## config.mk

```make
export PLATFORM = sky130hd
export DESIGN_NAME = loop_subdivision_point_rule_core
export DESIGN_NICKNAME = d
export VERILOG_FILES = /design/src/hw/rtl/lsp_pkg.sv /design/src/hw/rtl/lsp_div.sv /design/src/hw/rtl/loop_subdivision_point_rule_core.sv
export VERILOG_INCLUDE_DIRS = /design/src /design/src/hw/rtl
export SDC_FILE = /design/constraint.sdc
export NUM_CORES = 2
export LEC_CHECK = 0
export ABC_AREA = 1
export BUFFER_PORTS_ARGS = -buffer_cell sky130_fd_sc_hd__buf_2
export CAP_MARGIN = 20
export CORE_MARGIN = 8
export CORE_UTILIZATION = 45
export CTS_CLUSTER_SIZE = 28
export DETAILED_ROUTE_END_ITERATION = 10
export HOLD_SLACK_MARGIN = 0.08
export PLACE_DENSITY = 0.64
export SETUP_SLACK_MARGIN = 0.02
export SYNTH_ARGS = -nofsm -noshare
export SYNTH_HDL_FRONTEND = slang
export SYNTH_HIERARCHICAL = 1
export SYNTH_SLANG_ARGS = --single-unit
export TNS_END_PERCENT = 50
```

## constraint.sdc

```tcl
create_clock -name clk_i -period 6.1 [get_ports clk_i]
set_input_delay 0.305 -clock clk_i [delete_from_list [all_inputs] [get_ports clk_i]]
set_output_delay 0.305 -clock clk_i [all_outputs]
set_load 0.05 [all_outputs]
```

## src/hw/rtl/loop_subdivision_point_rule_core_defines.svh

```systemverilog
// Assertion helpers for the Loop point-rule core.
// Both sample on clk_i and stay quiet while rst_ni is low.
`ifndef LOOP_SUBDIVISION_POINT_RULE_CORE_DEFINES_SVH
`define LOOP_SUBDIVISION_POINT_RULE_CORE_DEFINES_SVH

// Same-cycle implication.
`define LSP_ASSERT_NOW(lbl, ante, cons, msg) \
  lbl: assert property (@(posedge clk_i) disable iff (!rst_ni) (ante) |-> (cons)) \
    else $error(msg);

// Next-cycle implication.
`define LSP_ASSERT_NEXT(lbl, ante, cons, msg) \
  lbl: assert property (@(posedge clk_i) disable iff (!rst_ni) (ante) |=> (cons)) \
    else $error(msg);

`endif

```

## src/hw/rtl/lsp_pkg.sv

```systemverilog
package lsp_pkg;

  localparam int unsigned CoordW   = 32;  // Q16.16 coordinate
  localparam int unsigned EwSumW   = 33;  // sum of two endpoints or two wings
  localparam int unsigned NbCntW   = 7;   // neighbour count, saturates at 127
  localparam int unsigned EwCntW   = 2;   // endpoint / wing count, saturates at 3
  localparam int unsigned NumCoord = 3;

  typedef enum logic [1:0] {
    ROLE_CENTRE    = 2'd0,
    ROLE_NEIGHBOUR = 2'd1,
    ROLE_ENDPOINT  = 2'd2,
    ROLE_WING      = 2'd3
  } role_e;

  typedef enum logic [1:0] {
    STATUS_OK          = 2'd0,
    STATUS_BAD_VALENCE = 2'd1,
    STATUS_MALFORMED   = 2'd2
  } status_e;

  typedef enum logic [2:0] {
    JOB_MID,     // edge midpoint
    JOB_WING,    // edge with two wings
    JOB_V2,      // boundary vertex
    JOB_V3,      // valence three
    JOB_VN       // valence above three
  } job_e;

  typedef enum logic [2:0] {
    ST_ACC,
    ST_EVAL,
    ST_MUL,
    ST_LOAD,
    ST_DIV
  } state_e;

  typedef struct packed {
    logic [1:0]               op;
    logic signed [CoordW-1:0] px;
    logic signed [CoordW-1:0] py;
    logic signed [CoordW-1:0] pz;
    logic                     last;
  } in_item_t;

  typedef struct packed {
    logic signed [CoordW-1:0] out_x;
    logic signed [CoordW-1:0] out_y;
    logic signed [CoordW-1:0] out_z;
    logic [1:0]               status;
  } res_t;

endpackage

```

## src/hw/rtl/lsp_div.sv

```systemverilog
// Restoring divider, one quotient bit per cycle, truncation toward zero.
module lsp_div #(
  parameter int unsigned NumW = 41,
  parameter int unsigned DivW = 9
) (
  input  logic                           clk_i,
  input  logic                           rst_ni,
  input  logic                           start_i,
  input  logic signed [NumW-1:0]         dividend_i,
  input  logic [DivW-1:0]                divisor_i,
  output logic                           done_o,
  output logic [lsp_pkg::CoordW-1:0]     quo_o
);

  localparam int unsigned CntW = $clog2(NumW + 1);

  logic            active_q, active_d;
  logic            done_q, done_d;
  logic [CntW-1:0] cnt_q, cnt_d;
  logic            neg_q, neg_d;
  logic [NumW-1:0] mag_q, mag_d;
  logic [DivW-1:0] rem_q, rem_d;
  logic [DivW-1:0] dv_q, dv_d;

  logic [DivW:0]   shifted;
  logic [DivW:0]   diff;
  logic            fits;

  always_comb begin
    shifted = {rem_q, mag_q[NumW-1]};
    diff    = shifted - {1'b0, dv_q};
    fits    = shifted >= {1'b0, dv_q};

    active_d = active_q;
    done_d   = 1'b0;
    cnt_d    = cnt_q;
    neg_d    = neg_q;
    mag_d    = mag_q;
    rem_d    = rem_q;
    dv_d     = dv_q;

    if (start_i) begin
      neg_d    = dividend_i[NumW-1];
      mag_d    = dividend_i[NumW-1] ? NumW'(-dividend_i) : NumW'(dividend_i);
      rem_d    = '0;
      dv_d     = divisor_i;
      cnt_d    = CntW'(NumW);
      active_d = 1'b1;
    end else if (active_q) begin
      rem_d = fits ? diff[DivW-1:0] : shifted[DivW-1:0];
      mag_d = {mag_q[NumW-2:0], fits};
      cnt_d = cnt_q - CntW'(1);
      if (cnt_q == CntW'(1)) begin
        active_d = 1'b0;
        done_d   = 1'b1;
      end
    end
  end

  always_ff @(posedge clk_i or negedge rst_ni) begin
    if (!rst_ni) begin
      active_q <= 1'b0;
      done_q   <= 1'b0;
      cnt_q    <= '0;
    end else begin
      active_q <= active_d;
      done_q   <= done_d;
      cnt_q    <= cnt_d;
    end
  end

  always_ff @(posedge clk_i) begin
    neg_q <= neg_d;
    mag_q <= mag_d;
    rem_q <= rem_d;
    dv_q  <= dv_d;
  end

  assign done_o = done_q;
  assign quo_o  = neg_q ? lsp_pkg::CoordW'(-mag_q[lsp_pkg::CoordW-1:0])
                        : mag_q[lsp_pkg::CoordW-1:0];

endmodule

```

## src/hw/rtl/loop_subdivision_point_rule_core.sv

```systemverilog
// Channel   Ports                  Direction  Transfer
// --------  ---------------------  ---------  ---------------------------------
// point     start, busy, item_i    in         edge with start high, busy low
// result    done_o, res_o          out        one cycle with done_o high
//
// Each non-closing point leaves busy low.
// A closing point (last set) raises busy; per coordinate the core then runs one
// multiply, one add, and NUM_W steps of the shared bit-serial divider, where
// NUM_W = 36 + clog2(MAX_VALENCE).
// Error jobs skip the divider.
// Reset (rst_ni low, asynchronous) clears all accumulators and the sequencer.
// The result strobe cannot be held off; busy drops in the strobe cycle.
`include "loop_subdivision_point_rule_core_defines.svh"

module loop_subdivision_point_rule_core #(
  parameter int unsigned MAX_VALENCE = 32
) (
  input  logic                clk_i,
  input  logic                rst_ni,
  input  logic                start,
  output logic                busy,
  input  lsp_pkg::in_item_t   item_i,
  output logic                done_o,
  output lsp_pkg::res_t       res_o
);

  localparam int unsigned CoordW = lsp_pkg::CoordW;
  localparam int unsigned EwW    = lsp_pkg::EwSumW;
  localparam int unsigned NbCntW = lsp_pkg::NbCntW;
  localparam int unsigned EwCntW = lsp_pkg::EwCntW;
  localparam int unsigned NC     = lsp_pkg::NumCoord;
  // Neighbour sum: up to MAX_VALENCE coordinates.
  localparam int unsigned SumW   = CoordW + $clog2(MAX_VALENCE);
  // Weighted numerator 5n*c + 3*S stays below 2^(SumW+3) in magnitude.
  localparam int unsigned NumW   = SumW + 4;
  localparam int unsigned KW     = $clog2(5 * MAX_VALENCE + 1);
  localparam int unsigned DivW   = $clog2(8 * MAX_VALENCE + 1);
  localparam int unsigned ProdW  = CoordW + KW + 1;
  localparam logic [1:0]  LastCoord = 2'(NC - 1);

  lsp_pkg::state_e state_q, state_d;
  lsp_pkg::job_e   job_q, job_d;

  logic signed [CoordW-1:0] centre_q  [NC];
  logic signed [CoordW-1:0] centre_d  [NC];
  logic signed [SumW-1:0]   nb_sum_q  [NC];
  logic signed [SumW-1:0]   nb_sum_d  [NC];
  logic signed [EwW-1:0]    ep_sum_q  [NC];
  logic signed [EwW-1:0]    ep_sum_d  [NC];
  logic signed [EwW-1:0]    wg_sum_q  [NC];
  logic signed [EwW-1:0]    wg_sum_d  [NC];
  logic signed [CoordW-1:0] res_q     [NC];
  logic signed [CoordW-1:0] res_d     [NC];

  logic [NbCntW-1:0] nb_cnt_q, nb_cnt_d;
  logic [EwCntW-1:0] ep_cnt_q, ep_cnt_d;
  logic [EwCntW-1:0] wg_cnt_q, wg_cnt_d;
  logic              centre_seen_q, centre_seen_d;
  logic [1:0]        coord_q, coord_d;
  logic [1:0]        status_q, status_d;
  logic              done_q, done_d;

  logic signed [ProdW-1:0] prod_q, prod_d;
  logic signed [NumW-1:0]  addend_q, addend_d;
  logic [DivW-1:0]         divisor_q, divisor_d;

  logic                    accept;
  logic                    div_start;
  logic                    div_done;
  logic [CoordW-1:0]       div_quo;
  logic signed [NumW-1:0]  dividend;
  logic signed [CoordW-1:0] pt [NC];

  assign busy     = state_q != lsp_pkg::ST_ACC;
  assign accept   = start && !busy;
  assign dividend = NumW'(prod_q) + addend_q;

  assign pt[0] = item_i.px;
  assign pt[1] = item_i.py;
  assign pt[2] = item_i.pz;

  always_comb begin
    logic                   edge_roles;
    logic                   vertex_roles;
    logic                   malformed;
    logic                   bad_valence;
    logic [KW-1:0]          k;
    logic signed [NumW-1:0] ep_ext;
    logic signed [NumW-1:0] wg_ext;
    logic signed [NumW-1:0] nb_ext;
    logic                   finish;

    state_d       = state_q;
    job_d         = job_q;
    centre_d      = centre_q;
    nb_sum_d      = nb_sum_q;
    ep_sum_d      = ep_sum_q;
    wg_sum_d      = wg_sum_q;
    res_d         = res_q;
    nb_cnt_d      = nb_cnt_q;
    ep_cnt_d      = ep_cnt_q;
    wg_cnt_d      = wg_cnt_q;
    centre_seen_d = centre_seen_q;
    coord_d       = coord_q;
    status_d      = status_q;
    done_d        = 1'b0;
    prod_d        = prod_q;
    addend_d      = addend_q;
    divisor_d     = divisor_q;
    div_start     = 1'b0;
    finish        = 1'b0;

    // Job classification from the accumulated counts.
    edge_roles   = (ep_cnt_q != '0) || (wg_cnt_q != '0);
    vertex_roles = centre_seen_q || (nb_cnt_q != '0);
    malformed    = (edge_roles && vertex_roles)
                || (edge_roles && ((ep_cnt_q != EwCntW'(2))
                                   || ((wg_cnt_q != '0) && (wg_cnt_q != EwCntW'(2)))))
                || (!edge_roles && !centre_seen_q);
    bad_valence  = (nb_cnt_q < NbCntW'(2)) || (nb_cnt_q > NbCntW'(MAX_VALENCE));

    // Operands of the current coordinate.
    ep_ext = NumW'(ep_sum_q[coord_q]);
    wg_ext = NumW'(wg_sum_q[coord_q]);
    nb_ext = NumW'(nb_sum_q[coord_q]);

    unique case (job_q)
      lsp_pkg::JOB_V2: k = KW'(6);
      lsp_pkg::JOB_V3: k = KW'(7);
      lsp_pkg::JOB_VN: k = KW'({nb_cnt_q, 2'b00} + {2'b00, nb_cnt_q});
      default:         k = '0;
    endcase

    unique case (state_q)
      lsp_pkg::ST_ACC: begin
        if (accept) begin
          unique case (item_i.op)
            lsp_pkg::ROLE_CENTRE: begin
              // A repeated centre replaces the earlier one.
              for (int i = 0; i < NC; i++) centre_d[i] = pt[i];
              centre_seen_d = 1'b1;
            end
            lsp_pkg::ROLE_NEIGHBOUR: begin
              if (nb_cnt_q < NbCntW'(MAX_VALENCE)) begin
                for (int i = 0; i < NC; i++) nb_sum_d[i] = nb_sum_q[i] + SumW'(pt[i]);
              end
              if (nb_cnt_q != '1) nb_cnt_d = nb_cnt_q + NbCntW'(1);
            end
            lsp_pkg::ROLE_ENDPOINT: begin
              // Sum only the first two endpoints; keep counting the rest.
              if (!ep_cnt_q[1]) begin
                for (int i = 0; i < NC; i++) ep_sum_d[i] = ep_sum_q[i] + EwW'(pt[i]);
              end
              if (ep_cnt_q != '1) ep_cnt_d = ep_cnt_q + EwCntW'(1);
            end
            default: begin
              if (!wg_cnt_q[1]) begin
                for (int i = 0; i < NC; i++) wg_sum_d[i] = wg_sum_q[i] + EwW'(pt[i]);
              end
              if (wg_cnt_q != '1) wg_cnt_d = wg_cnt_q + EwCntW'(1);
            end
          endcase
          if (item_i.last) state_d = lsp_pkg::ST_EVAL;
        end
      end

      lsp_pkg::ST_EVAL: begin
        coord_d = '0;
        if (malformed) begin
          for (int i = 0; i < NC; i++) res_d[i] = '0;
          status_d = lsp_pkg::STATUS_MALFORMED;
          finish   = 1'b1;
        end else if (!edge_roles && bad_valence) begin
          // Pass the centre through unchanged.
          for (int i = 0; i < NC; i++) res_d[i] = centre_q[i];
          status_d = lsp_pkg::STATUS_BAD_VALENCE;
          finish   = 1'b1;
        end else begin
          status_d = lsp_pkg::STATUS_OK;
          state_d  = lsp_pkg::ST_MUL;
          priority if (edge_roles && (wg_cnt_q == '0)) begin
            job_d     = lsp_pkg::JOB_MID;
            divisor_d = DivW'(2);
          end else if (edge_roles) begin
            job_d     = lsp_pkg::JOB_WING;
            divisor_d = DivW'(8);
          end else if (nb_cnt_q == NbCntW'(2)) begin
            job_d     = lsp_pkg::JOB_V2;
            divisor_d = DivW'(8);
          end else if (nb_cnt_q == NbCntW'(3)) begin
            job_d     = lsp_pkg::JOB_V3;
            divisor_d = DivW'(16);
          end else begin
            job_d     = lsp_pkg::JOB_VN;
            divisor_d = DivW'({nb_cnt_q, 3'b000});
          end
        end
      end

      lsp_pkg::ST_MUL: begin
        // Centre weight times the centre coordinate; the other term is the sum itself or a shift-add.
        prod_d = centre_q[coord_q] * $signed({1'b0, k});
        unique case (job_q)
          lsp_pkg::JOB_MID:  addend_d = ep_ext;
          lsp_pkg::JOB_WING: addend_d = (ep_ext <<< 1) + ep_ext + wg_ext;
          lsp_pkg::JOB_V2:   addend_d = nb_ext;
          default:           addend_d = (nb_ext <<< 1) + nb_ext;
        endcase
        state_d = lsp_pkg::ST_LOAD;
      end

      lsp_pkg::ST_LOAD: begin
        div_start = 1'b1;
        state_d   = lsp_pkg::ST_DIV;
      end

      lsp_pkg::ST_DIV: begin
        if (div_done) begin
          res_d[coord_q] = div_quo;
          if (coord_q == LastCoord) begin
            finish = 1'b1;
          end else begin
            coord_d = coord_q + 2'd1;
            state_d = lsp_pkg::ST_MUL;
          end
        end
      end

      default: state_d = lsp_pkg::ST_ACC;
    endcase

    // Drop the job and show the result for one cycle.
    if (finish) begin
      done_d        = 1'b1;
      state_d       = lsp_pkg::ST_ACC;
      centre_seen_d = 1'b0;
      nb_cnt_d      = '0;
      ep_cnt_d      = '0;
      wg_cnt_d      = '0;
      for (int i = 0; i < NC; i++) begin
        centre_d[i] = '0;
        nb_sum_d[i] = '0;
        ep_sum_d[i] = '0;
        wg_sum_d[i] = '0;
      end
    end
  end

  always_ff @(posedge clk_i or negedge rst_ni) begin
    if (!rst_ni) begin
      state_q       <= lsp_pkg::ST_ACC;
      job_q         <= lsp_pkg::JOB_MID;
      nb_cnt_q      <= '0;
      ep_cnt_q      <= '0;
      wg_cnt_q      <= '0;
      centre_seen_q <= 1'b0;
      coord_q       <= '0;
      status_q      <= '0;
      done_q        <= 1'b0;
      for (int i = 0; i < NC; i++) begin
        centre_q[i] <= '0;
        nb_sum_q[i] <= '0;
        ep_sum_q[i] <= '0;
        wg_sum_q[i] <= '0;
      end
    end else begin
      state_q       <= state_d;
      job_q         <= job_d;
      nb_cnt_q      <= nb_cnt_d;
      ep_cnt_q      <= ep_cnt_d;
      wg_cnt_q      <= wg_cnt_d;
      centre_seen_q <= centre_seen_d;
      coord_q       <= coord_d;
      status_q      <= status_d;
      done_q        <= done_d;
      centre_q      <= centre_d;
      nb_sum_q      <= nb_sum_d;
      ep_sum_q      <= ep_sum_d;
      wg_sum_q      <= wg_sum_d;
    end
  end

  always_ff @(posedge clk_i) begin
    prod_q    <= prod_d;
    addend_q  <= addend_d;
    divisor_q <= divisor_d;
    res_q     <= res_d;
  end

  lsp_div #(
    .NumW (NumW),
    .DivW (DivW)
  ) u_div (
    .clk_i      (clk_i),
    .rst_ni     (rst_ni),
    .start_i    (div_start),
    .dividend_i (dividend),
    .divisor_i  (divisor_q),
    .done_o     (div_done),
    .quo_o      (div_quo)
  );

  assign done_o        = done_q;
  assign res_o.out_x   = res_q[0];
  assign res_o.out_y   = res_q[1];
  assign res_o.out_z   = res_q[2];
  assign res_o.status  = status_q;

  `LSP_ASSERT_NOW(a_done_not_busy, done_o, !busy, "result strobe while busy")
  `LSP_ASSERT_NEXT(a_last_goes_busy, start && !busy && item_i.last, busy, "closing point did not start evaluation")
  `LSP_ASSERT_NEXT(a_done_single, done_o, !done_o, "result strobe longer than one cycle")
  `LSP_ASSERT_NOW(a_div_done_in_div, div_done, state_q == lsp_pkg::ST_DIV, "divider finished outside its wait state")

endmodule

```

==> reports/metrics.cfg <==
[drt]
final_antenna_net_count=0
wl_per_cell_um=25.4
routed_via_density=5.76
dr.first_iter.drc_count=8238
routed_wl_um=328000
drc=0
firstDrtPassIters=8
vias=74400

[setup_path]
path_cells=inv_4 > or2_2 > a32oi_1 > buf_4 > inv_1 > buf_4 > nand2_1 > fa_1 > inv_1 > fa_1 > fa_1 > inv_1 > fa_1 > inv_1 > ha_1 > a21oi_1 > buf_4 > o21ai_0 > nand2_1 > o311ai_0 > a21oi_1 > nand2_1 > nand2_1 > nand2_1
worstPathRequired_ns=6.59
timing.rr.start=coord_q[0]
critical-path-slowest-cell=dfrtp_4
r2r-end=prod_q[39]
slowest_delay_ns=0.63
rrSetupSlack_ns=0.21
crit_top_cell=nand2_1
crit_fanout=37
arrival_ns=6.37
crit_start=coord_q[0]
end_kind=flop
worst_setup_path_start_kind=flop
r2r_cells=24
path_class=flop to flop
worstSetupEndpoint=prod_q[39]

[die]
design.die.area_mm2=0.166
dieHeight_um=408
die_width_um=408
core_area_mm2=0.152
start_util=0.454
rows=143
io_pins=202

[flow_run]
cap_violations=0

[synthesis]
async_flop_share=0.642
netlist_area_mm2=0.0690
ys_warn_count=6
synth-adder-area-share=0.166
synth-edff-count=234
ys.flop_type=dfrtp_1
synth_top_family_by_area=simple AND/OR/NAND/NOR gates
synthSimpleGateAreaFrac=0.337
synth_compound_gate_area_share=0.120
ys_ff_latch=679
synthXorXnorAreaFrac=0.0326
synth_cells=10300
synthMuxAreaShare=0.000145
syn_area_per_cell_um2=6.71
synthDistinctLibCells=65
yosysSeqAreaShare=0.263

[clock_tree]
path_clk_slew_ns=0.06
cts_tree=done
clock_sinks=679
clockRootBuffer=clkbuf_16
cts_made_buffers=87
htreeDepth=3
max-clock-path-buffers=3
clock_latency_ns=0.74

[sta]
setup_ws_ns=0.214
finClkSkew_ns=0.0651
tightest_slew_ns=1.17
finalCritPeriodShare=0.965
hold_violations=0
timing.fmax_ghz=0.170
rsz0062_at_grt=true
slew_headroom=0.209
finalSetupViolations=0
min_period_ns=5.89
drv_slew=0

[global_route]
grt_usage=0.378
grt_max_degree=126
grt_antenna_before_repair=39
grt_pass1_vias=70800
grt-ovfl-total=0
grt_pass1_wl_um=472000

[placed_design]
io_buffers=201
dp_hpwl_um=269000
dpl_worst_slack_ns=0.100
gp_congestion=1.11

[power_and_ir_drop]
power_leakage_nw=41.1
powerDensity_mw_per_mm2=530
vdd_drop_max_mv=0.379

[final_layout]
layout_common_cells=nand2_1 (3300), inv_1 (1204), nor2_1 (1054)
fin_nets=11600
drive_above_1_share=0.0844
layout_commonest_cell=nand2_1
syn2layout_area_growth_pct=14.1
post-route-util=0.518
fillers=15500

[min_path]
hp-class=primary input to async pin

[run_status]
status=complete, no violations

-- cells in the mapped netlist, types with 50 or more instances --
| master | number | area, um2 |
|---|---|---|
| dfrtp_1 | 436 | 10900 |
| edfxtp_1 | 234 | 7030 |
| or2_2 | 110 | 688 |
| nand3b_1 | 74 | 556 |
| xor2_1 | 207 | 1810 |
| nor3_1 | 136 | 681 |
| xnor2_1 | 50 | 438 |
| nor2_1 | 1078 | 4050 |
| buf_2 | 64 | 320 |
| a21oi_1 | 604 | 3020 |
| o21ai_0 | 703 | 3520 |
| nand2_1 | 3315 | 12400 |
| nand3_1 | 716 | 3580 |
| clkbuf_1 | 122 | 458 |
| fa_1 | 244 | 4880 |
| ha_1 | 523 | 6540 |
| nand4_1 | 117 | 732 |
| inv_1 | 1207 | 4530 |
-- layer usage --
metal / GRT usage / part of all wire / wire length, um
met3: 0.0844 / 0.094 / 30900
met2: 0.583 / 0.43 / 142000
met4: 0.258 / 0.084 / 27500
met5: 0 / 0.00054 / 177
met1: 0.471 / 0.39 / 128000
-- critical path: cells and delay by family, from the launching register on --
| family | cells | cell delay, ns |
|---|---|---|
| buffers and inverters | 8 | 1.09 |
| AOI/OAI and AO/OA | 5 | 0.97 |
| adders and majority gates | 5 | 2.15 |
| and+or+nand+nor | 6 | 0.78 |
| DFF | 1 | 0.63 |
-- stage by stage --
step	hold WS, ns	cells	TNS, ns	area (um2)	power, mW
global route	0.180	12900	-0.00971	78600	44.3
floorplan	0.00941	10300	0	69000	25.5
CTS	0.157	12900	0	78100	41.0
finish	0.159	12900	0	78700	41.8
detailed placement	0.357	12600	0	74200	35.5
global placement	0.361	12600	0	74200	35.3
-- registers in the layout (all words and copies together), names as in the netlist, 39 cells and up --
name	count
prod_q	41
nb_sum_q	111
res_o	96
centre_q	96
wg_sum_q	99
u_div/mag_q	41
ep_sum_q	99
addend_q	39
-- cells by family (layout without fill, tap and decap cells) --
family | Yosys count | count (layout)
mux | 1 | 1
simple gates | 5611 | 5611
buf+inv | 1448 | 2006
xor+xnor | 257 | 257
other cells | 1 | 46
fa+ha+maj | 767 | 767
flops | 679 | 679
compound gates | 1526 | 1526
-- timing repair --
action                                 4_1_cts  5_1_grt
hold buffers                               100        0
gates resized for setup                      0       90
endpoints found under the hold margin      176        0
setup endpoints to repair                    0       28
setup buffers                                0        6
-- where the power goes --
part | internal, mW | leakage [nW] | switching [mW]
sequential | 6.96 | 8.23 | 2.19
clock | 2.98 | 1.38 | 2.37
combinational | 8.05 | 31.5 | 19.2
-- cell type report --
cell class	count	area (um2)	area share
timing repair buffer	629	4850	0.0615
tap	2030	2540	0.0323
clock buffer	109	2340	0.0297
inverter	1217	4580	0.0582
multi-input combinational	8164	45600	0.579
sequential	679	18100	0.230
antenna	44	110	0.00140
clock inverter	51	582	0.00739
-- worst min path at each step --
stage                     endpoint
CTS                   centre_q[31]
detailed placement  u_div/cnt_q[5]
finish                u_div/done_o
global route          centre_q[31]
floorplan              centre_q[0]
global placement    u_div/cnt_q[5]
Power figures use the tool's default switching activity.
